### src/rtl/core/dtfd_pkg.sv
// Shared types, codes and helpers of the dual transport frame deframer.
`default_nettype none

package dtfd_pkg;

    localparam int LEN_WIDTH_DEF = 16;
    localparam int CFG_IDX_W     = 1;
    localparam int CFG_DATA_W    = 16;

    localparam logic [CFG_IDX_W-1:0] REG_ENC_REQUIRED = 1'd0;
    localparam logic [CFG_IDX_W-1:0] REG_MAX_PAYLOAD  = 1'd1;

    localparam logic [15:0] MAX_PAYLOAD_RST = 16'd8192;

    localparam logic [7:0] IND_PLAIN = 8'h00;
    localparam logic [7:0] IND_ENC   = 8'h01;

    localparam logic [2:0] PH_IND   = 3'd0;
    localparam logic [2:0] PH_PLEN  = 3'd1;
    localparam logic [2:0] PH_PTYPE = 3'd2;
    localparam logic [2:0] PH_EHI   = 3'd3;
    localparam logic [2:0] PH_ELO   = 3'd4;
    localparam logic [2:0] PH_PAY   = 3'd5;

    localparam logic [2:0] EV_HDR     = 3'd0;
    localparam logic [2:0] EV_DONE    = 3'd1;
    localparam logic [2:0] EV_DATA    = 3'd2;
    localparam logic [2:0] EV_CLOSED  = 3'd3;
    localparam logic [2:0] EV_REJECT  = 3'd4;
    localparam logic [2:0] EV_IGNORED = 3'd5;

    localparam logic [1:0] TR_NONE  = 2'd0;
    localparam logic [1:0] TR_PLAIN = 2'd1;
    localparam logic [1:0] TR_ENC   = 2'd2;

    typedef struct packed {
        logic [2:0]  phase;
        logic [1:0]  transport;
        logic [31:0] accum;
        logic [2:0]  vshift;
        logic [31:0] held_length;
        logic [15:0] held_type;
        logic [15:0] bytes_left;
        logic        closed;
    } dtfd_state_t;

    typedef struct packed {
        logic [2:0]  event_res;
        logic [1:0]  transport;
        logic [15:0] msg_type;
        logic [15:0] frame_length;
        logic [7:0]  data_byte;
        logic        last;
    } dtfd_result_t;

    // Bit position of the seven payload bits of a varint byte.
    function automatic logic [4:0] varint_shamt(input logic [2:0] idx);
        logic [4:0] amt;
        case (idx)
            3'd0: amt = 5'd0;
            3'd1: amt = 5'd7;
            3'd2: amt = 5'd14;
            3'd3: amt = 5'd21;
            3'd4: amt = 5'd28;
            default: amt = 5'd0;
        endcase
        return amt;
    endfunction

endpackage

`default_nettype wire

### src/rtl/core/dtfd_core.sv
// Next-state and result logic for one received byte of the deframer.
`default_nettype none

module dtfd_core import dtfd_pkg::*; #(
    parameter int LEN_WIDTH = LEN_WIDTH_DEF
) (
    input  dtfd_state_t  st,
    input  logic [7:0]   rx_byte,
    input  logic         enc_required,
    input  logic [15:0]  max_payload,
    output dtfd_state_t  st_next,
    output dtfd_result_t res
);

    logic [31:0] vx;
    logic        finish;
    logic [31:0] fin_len;
    logic        over;
    logic [15:0] bl_dec;
    logic        ind_ok;
    logic        ind_reject;
    logic [1:0]  ind_tr;

    assign vx = st.accum | ({25'd0, rx_byte[6:0]} << varint_shamt(st.vshift));
    assign bl_dec = st.bytes_left - 16'd1;
    assign fin_len = (st.phase == PH_ELO) ? {st.held_length[31:8], rx_byte} : st.held_length;
    assign over = (fin_len > {16'd0, max_payload}) || ((fin_len >> LEN_WIDTH) != 32'd0);

    always_comb begin
        ind_ok = 1'b0;
        ind_reject = 1'b0;
        ind_tr = st.transport;
        case (st.transport)
            TR_NONE: begin
                if (rx_byte == IND_PLAIN) begin
                    ind_ok = !enc_required;
                    ind_reject = enc_required;
                    ind_tr = TR_PLAIN;
                end else if (rx_byte == IND_ENC) begin
                    ind_ok = enc_required;
                    ind_tr = TR_ENC;
                end
            end
            TR_PLAIN: ind_ok = (rx_byte == IND_PLAIN);
            TR_ENC:   ind_ok = (rx_byte == IND_ENC);
            default:  ind_ok = 1'b0;
        endcase
    end

    always_comb begin
        st_next = st;
        res = '0;
        finish = 1'b0;
        if (st.closed) begin
            res.event_res = EV_IGNORED;
        end else begin
            case (st.phase)
                PH_PLEN, PH_PTYPE: begin
                    if (rx_byte[7]) begin
                        if (st.vshift >= 3'd4) begin
                            st_next.closed = 1'b1;
                            res.event_res = EV_CLOSED;
                        end else begin
                            st_next.accum = vx;
                            st_next.vshift = st.vshift + 3'd1;
                            res.event_res = EV_HDR;
                        end
                    end else if (st.phase == PH_PLEN) begin
                        st_next.held_length = vx;
                        st_next.accum = '0;
                        st_next.vshift = '0;
                        st_next.phase = PH_PTYPE;
                        res.event_res = EV_HDR;
                    end else begin
                        st_next.held_type = vx[15:0];
                        st_next.accum = '0;
                        st_next.vshift = '0;
                        finish = 1'b1;
                    end
                end
                PH_EHI: begin
                    st_next.held_length = {16'd0, rx_byte, 8'd0};
                    st_next.phase = PH_ELO;
                    res.event_res = EV_HDR;
                end
                PH_ELO: begin
                    st_next.held_length = fin_len;
                    st_next.held_type = '0;
                    finish = 1'b1;
                end
                PH_PAY: begin
                    st_next.bytes_left = bl_dec;
                    if (bl_dec == 16'd0) begin
                        st_next.phase = PH_IND;
                    end
                    res.event_res = EV_DATA;
                    res.msg_type = st.held_type;
                    res.frame_length = st.held_length[15:0];
                    res.data_byte = rx_byte;
                    res.last = (bl_dec == 16'd0);
                end
                default: begin
                    if (!ind_ok) begin
                        st_next.closed = 1'b1;
                        res.event_res = ind_reject ? EV_REJECT : EV_CLOSED;
                    end else begin
                        st_next.transport = ind_tr;
                        st_next.held_length = '0;
                        st_next.held_type = '0;
                        st_next.accum = '0;
                        st_next.vshift = '0;
                        st_next.phase = (ind_tr == TR_PLAIN) ? PH_PLEN : PH_EHI;
                        res.event_res = EV_HDR;
                    end
                end
            endcase

            if (finish) begin
                if (over) begin
                    st_next.closed = 1'b1;
                    res.event_res = EV_CLOSED;
                end else begin
                    st_next.bytes_left = fin_len[15:0];
                    st_next.phase = (fin_len == 32'd0) ? PH_IND : PH_PAY;
                    res.event_res = EV_DONE;
                    res.msg_type = st_next.held_type;
                    res.frame_length = fin_len[15:0];
                    res.last = (fin_len == 32'd0);
                end
            end
        end
        res.transport = st_next.transport;
    end

endmodule

`default_nettype wire

### src/rtl/core/dual_transport_frame_deframer_top.sv
// Top level of the dual transport frame deframer with its handshake and registers.
//
// The s_ channel carries one received byte per word. Each accepted byte gives
// exactly one word on the m_ channel: a header event, a header-done event with
// message type and payload length, a payload byte with its last mark, or a
// closed, reject or ignored event.
// The result of a byte accepted at one edge is registered and valid on the m_
// ports after that edge. Throughput is one byte per cycle when not stalled, set
// by the single result register; the whole per-byte decode sits in front of it.
// When the receiver stalls, the result register holds its word and s_ready
// drops until the word is taken; s_ready rises again in the cycle m_ready is
// high, so a stream keeps moving at full rate.
// The cfg channel is always ready. Register 0 is encryption_required and
// register 1 is max_payload; write them only while the block is idle.
// Reset clears the result valid flag and returns the link to its undecided,
// open state with encryption_required cleared and max_payload at 8192.
// After a close, every further byte gives an ignored event until reset.
`default_nettype none

module dual_transport_frame_deframer_top import dtfd_pkg::*; #(
    parameter int LEN_WIDTH = LEN_WIDTH_DEF
) (
    input  wire logic                  aclk,
    input  wire logic                  aresetn,
    input  wire logic                  s_valid,
    output logic                       s_ready,
    input  wire logic [7:0]            s_rx_byte,
    output logic                       m_valid,
    input  wire logic                  m_ready,
    output logic [2:0]                 m_event_res,
    output logic [1:0]                 m_transport,
    output logic [15:0]                m_msg_type,
    output logic [15:0]                m_frame_length,
    output logic [7:0]                 m_data_byte,
    output logic                       m_last,
    input  wire logic                  cfg_valid,
    output logic                       cfg_ready,
    input  wire logic [CFG_IDX_W-1:0]  cfg_index,
    input  wire logic [CFG_DATA_W-1:0] cfg_data
);

    dtfd_state_t  st_reg;
    dtfd_state_t  st_next;
    dtfd_result_t res_next;
    dtfd_result_t res_reg;
    logic         m_valid_reg;
    logic         enc_req_reg;
    logic [15:0]  max_payload_reg;
    logic         s_fire;
    logic         cfg_fire;

    assign s_ready   = !m_valid_reg || m_ready;
    assign s_fire    = s_valid && s_ready;
    assign cfg_ready = 1'b1;
    assign cfg_fire  = cfg_valid && cfg_ready;

    dtfd_core #(
        .LEN_WIDTH(LEN_WIDTH)
    ) u_core (
        .st           (st_reg),
        .rx_byte      (s_rx_byte),
        .enc_required (enc_req_reg),
        .max_payload  (max_payload_reg),
        .st_next      (st_next),
        .res          (res_next)
    );

    always_ff @(posedge aclk) begin
        if (!aresetn) begin
            enc_req_reg <= 1'b0;
            max_payload_reg <= MAX_PAYLOAD_RST;
        end else if (cfg_fire) begin
            case (cfg_index)
                REG_ENC_REQUIRED: enc_req_reg <= cfg_data[0];
                REG_MAX_PAYLOAD:  max_payload_reg <= cfg_data[15:0];
                default: ;
            endcase
        end
    end

    // The all-zero state is the awaiting-indicator phase on an undecided, open link.
    always_ff @(posedge aclk) begin
        if (!aresetn) begin
            st_reg <= '0;
        end else if (s_fire) begin
            st_reg <= st_next;
        end
    end

    always_ff @(posedge aclk) begin
        if (!aresetn) begin
            m_valid_reg <= 1'b0;
        end else if (s_fire) begin
            m_valid_reg <= 1'b1;
        end else if (m_ready) begin
            m_valid_reg <= 1'b0;
        end
    end

    always_ff @(posedge aclk) begin
        if (s_fire) begin
            res_reg <= res_next;
        end
    end

    assign m_valid        = m_valid_reg;
    assign m_event_res    = res_reg.event_res;
    assign m_transport    = res_reg.transport;
    assign m_msg_type     = res_reg.msg_type;
    assign m_frame_length = res_reg.frame_length;
    assign m_data_byte    = res_reg.data_byte;
    assign m_last         = res_reg.last;

endmodule

`default_nettype wire

### config.mk
export PLATFORM = sky130hd
export DESIGN_NAME = dual_transport_frame_deframer_top
export DESIGN_NICKNAME = d
export VERILOG_FILES = /design/src/rtl/core/dtfd_pkg.sv /design/src/rtl/core/dtfd_core.sv /design/src/rtl/core/dual_transport_frame_deframer_top.sv
export SDC_FILE = /design/constraint.sdc
export NUM_CORES = 1
export LEC_CHECK = 0
export BUFFER_PORTS_ARGS = -buffer_cell sky130_fd_sc_hd__buf_2
export CAP_MARGIN = 20
export CORE_UTILIZATION = 60
export DETAILED_ROUTE_END_ITERATION = 7
export PLACE_DENSITY = 0.83
export SLEW_MARGIN = 25
export SYNTH_ARGS = -nofsm -noshare
export SYNTH_HDL_FRONTEND = slang
export SYNTH_SLANG_ARGS = --single-unit
### constraint.sdc
create_clock -name aclk -period 4.8 [get_ports aclk]
set_input_delay 0.48 -clock aclk [delete_from_list [all_inputs] [get_ports aclk]]
set_output_delay 0.48 -clock aclk [all_outputs]
set_load 0.05 [all_outputs]
==> results.ini <==
[run_status]
status=finished, final reports clean

[power_and_ir_drop]
switchingPower_uw=910
p_int_mw=2.45
p_per_area_nw_per_um2=356
p_comb_share_pct=12.9
power_leakage_nw=3.61
irDropWorstVdd_mv=0.327
switching_share_pct=27.1
power_frac_clock_pct=41.6
seq_power_share_pct=45.5

[finish]
fillers=1007
fin_util_pct=70.7
diodes=0
nNetsFinal=1035
synthToLayoutAreaGrowth_pct=13.6
drive_gt1_share_pct=16.4
largest_reg_flops=105

[synthesis]
ys_seq_elements=169
synth_cell_types=78
synthesis.area_um2=8300
synth_top_family_by_area=compound AO/OA/AOI/OAI gates
postSynth.asyncResetShare_pct=0
synthAdderAreaFrac_pct=3.60
postSynthCellCount=929
synth_enable_flop_cells=46
synthFlopType=dfxtp_1
syn_avg_cell_area_um2=8.93
synthesis.nets=982
synth_mux_area_share_pct=2.95
synth-simple-area-share_pct=18.7
synth_compound_area_share_pct=23.8
synth_warnings=0
synth_xor_area_share_pct=0.317
ys_seq_area_share_pct=46.3

[flow_run]
drv_cap=0

[floorplanning]
die_h_um=120
floorplan.rows=42
io_pins=79
core_area_um2=13300
die_area_um2=14300
die_x_um=120
initial_core_util_pct=62.2

[route]
drt-initial-drc-count=1091
drtAntennaViolNets=0
drcViolationCount=0
viasPerCell=6.54
drt_pass1_iterations=7
num_vias=7653
wl_per_cell_um=19.7
wirelength_um=23100

[placed_design]
gp_congestion=0.934
place_hpwl_um=15600
numPortBuffers=77
pre_cts_ws_ns=0.738

[cts]
clkSinkCount=169
clk_path_buf_depth=2
cts_tree=done
clk_pin_slew_ns=0.07
ctsResizeCount=0
root_buffer=clkbuf_16
ctsHtreeMaxLevel=4
ctsHoldBuffers=0
clk_latency_ns=0.44
numCtsBuffers=17
post_cts_buffers=0

[worst_hold_path]
hold-path-cell-count=3
hold_path.class=input pin to flip-flop

[timing]
slew_viol_final=0
fin_ws_ns=0.499
rsz0062_at_grt=false
tightest_slew_ns=1.03
hold_viol_final=0
clock.fmax_mhz=233
clock-skew-final_ns=0.00944
finalSetupViolations=0
fin_tns_setup_ns=0
whs_ns=0.273
maxSlewHeadroom_pct=31.2
final.period_utilization_pct=89.6
fin_crit_ns=4.30

[grt]
grt_pass1_vias=6907
grt_max_degree=56
grt_pass1_wl_um=36200
grt-ovfl-total=0
grt_usage_pct=32.9
antenna_found_initial=0

[worst_setup_path]
path_buf_inv=2
rr_worst_depth=12
cp_top_family=simple AND/OR/NAND/NOR gates
worstSetupPathType=flip-flop to flip-flop
critPathArrivalTime_ns=4.65
cp.required_ns=5.15
crit_path_top_delay_cell=or4b_2
crit_chain=nor3b_2, buf_4, mux2_2, ha_1, and2_1, o21ai_0, a21boi_1, or4b_2, a21oi_2, buf_4, o21ai_0, a221oi_1
slowest_delay_ns=0.70
crit_cells=12
path_max_fanout=16
cp-start-kind=flip-flop
end_kind=flip-flop

-- cell usage after synthesis (4+ instances only) --
| cell | n | area, um^2 |
|---|---|---|
| dfxtp_1 | 123 | 2460 |
| buf_2 | 4 | 20.0 |
| inv_1 | 29 | 109 |
| o21a_1 | 4 | 30.0 |
| nor4_1 | 11 | 68.8 |
| o2bb2ai_1 | 30 | 263 |
| nor2_1 | 103 | 387 |
| and3_1 | 4 | 25.0 |
| o22ai_1 | 6 | 37.5 |
| and2_1 | 19 | 119 |
| nand2_1 | 87 | 327 |
| ha_1 | 23 | 288 |
| nand4_1 | 6 | 37.5 |
| a21o_1 | 4 | 30.0 |
| nand3_1 | 17 | 85.1 |
| a2bb2oi_1 | 5 | 43.8 |
| a211oi_1 | 6 | 45.0 |
| a221o_1 | 5 | 50.1 |
| a22oi_1 | 23 | 173 |
| o21ai_0 | 54 | 270 |
| or4_1 | 4 | 30.0 |
| nand2b_1 | 7 | 43.8 |
| or3_1 | 9 | 56.3 |
| edfxtp_1 | 46 | 1380 |
| a21oi_1 | 95 | 475 |
| mux2_2 | 12 | 135 |
| mux2i_1 | 11 | 110 |
| a22o_1 | 14 | 123 |
| a31oi_1 | 6 | 37.5 |
| nor3_1 | 29 | 145 |
| nor2b_1 | 6 | 37.5 |
| nor4b_1 | 4 | 35.0 |
| clkbuf_1 | 55 | 206 |
-- final cells by class --
class                           instances  area [um^2]  share of cell area [%]
Multi-Input combinational cell        669         4130                    43.8
Sequential cell                       169         3840                    40.8
Timing Repair Buffer                   95          520                    5.52
Clock buffer                           23          489                    5.19
Tap cell                              176          220                    2.34
Clock inverter                          9          115                    1.22
Inverter                               30          113                    1.19
-- cells by family after synthesis --
family | Yosys count
and+or+nand+nor | 324
AOI/OAI and AO/OA | 294
DFF | 169
buffers and inverters | 91
adders and majority gates | 24
muxes | 23
xor gates and xnor gates | 3
other | 1
-- layout by cell type (no fill, tap or decap), types with 7 or more instances in the layout --
| cell type | count |
|---|---|
| ha_1 | 23 |
| o2bb2ai_1 | 30 |
| a22o_1 | 14 |
| mux2i_1 | 11 |
| a22oi_1 | 23 |
| inv_1 | 28 |
| mux2_2 | 12 |
| o21ai_0 | 54 |
| buf_4 | 18 |
| dfxtp_1 | 123 |
| clkbuf_16 | 18 |
| nor4_1 | 11 |
| nand2_1 | 87 |
| buf_2 | 77 |
| edfxtp_1 | 46 |
| nand2b_1 | 7 |
| nor3_1 | 26 |
| and2_1 | 19 |
| nor2_1 | 102 |
| a21oi_1 | 95 |
| or3_1 | 9 |
| nand3_1 | 17 |
-- final timing paths --
kind / start / to / slack, ns
hold / removal: cfg_data[13] / max_payload_reg[13] / 0.27
hold reg to reg: max_payload_reg[4] / max_payload_reg[4] / 0.46
setup reg to reg: st_reg[102] / st_reg[1] / 0.50
setup / recovery: st_reg[102] / st_reg[1] / 0.50
-- worst register-to-register path, stage by stage (launching register included) --
cell and delay [ns]:
dfxtp_1 0.47, nor3b_2 0.59, buf_4 0.26, mux2_2 0.39, ha_1 0.27, and2_1 0.15, o21ai_0 0.10, a21boi_1 0.13
or4b_2 0.70, a21oi_2 0.53, buf_4 0.26, o21ai_0 0.09, a221oi_1 0.27
-- routing by layer --
metal | wire, um | up-vias | part of all wire, % | track usage, %
li1 | - | 3518 | - | -
met5 | 0 | - | 0 | 0
met2 | 10700 | 461 | 46 | 52.1
met4 | 908 | 0 | 3.9 | 15.7
met1 | 9110 | 3578 | 40 | 41.8
met3 | 2340 | 96 | 10 | 8.37
-- power groups by stage --
| stage | sequential (mW) | combinational [mW] | clock [mW] |
|---|---|---|---|
| 6_report | 1.53 | 0.435 | 1.40 |
| 5_1_grt | 1.53 | 0.463 | 1.46 |
| 4_1_cts | 1.53 | 0.424 | 1.40 |
| 3_5_place_dp | 1.56 | 0.421 | 0 |
| 3_3_place_gp | 1.55 | 0.418 | 0 |
| 2_1_floorplan | 1.62 | 0.233 | 0 |
-- metrics by stage --
stage               instances  area [um^2]  power (mW)
global route             1171         9430        3.45
floorplan                 929         8300        1.86
global placement         1139         8820        1.97
finish                   1171         9430        3.36
detailed placement       1139         8830        1.98
CTS                      1171         9430        3.35
No activity file was read; power rests on OpenSTA's default activity.
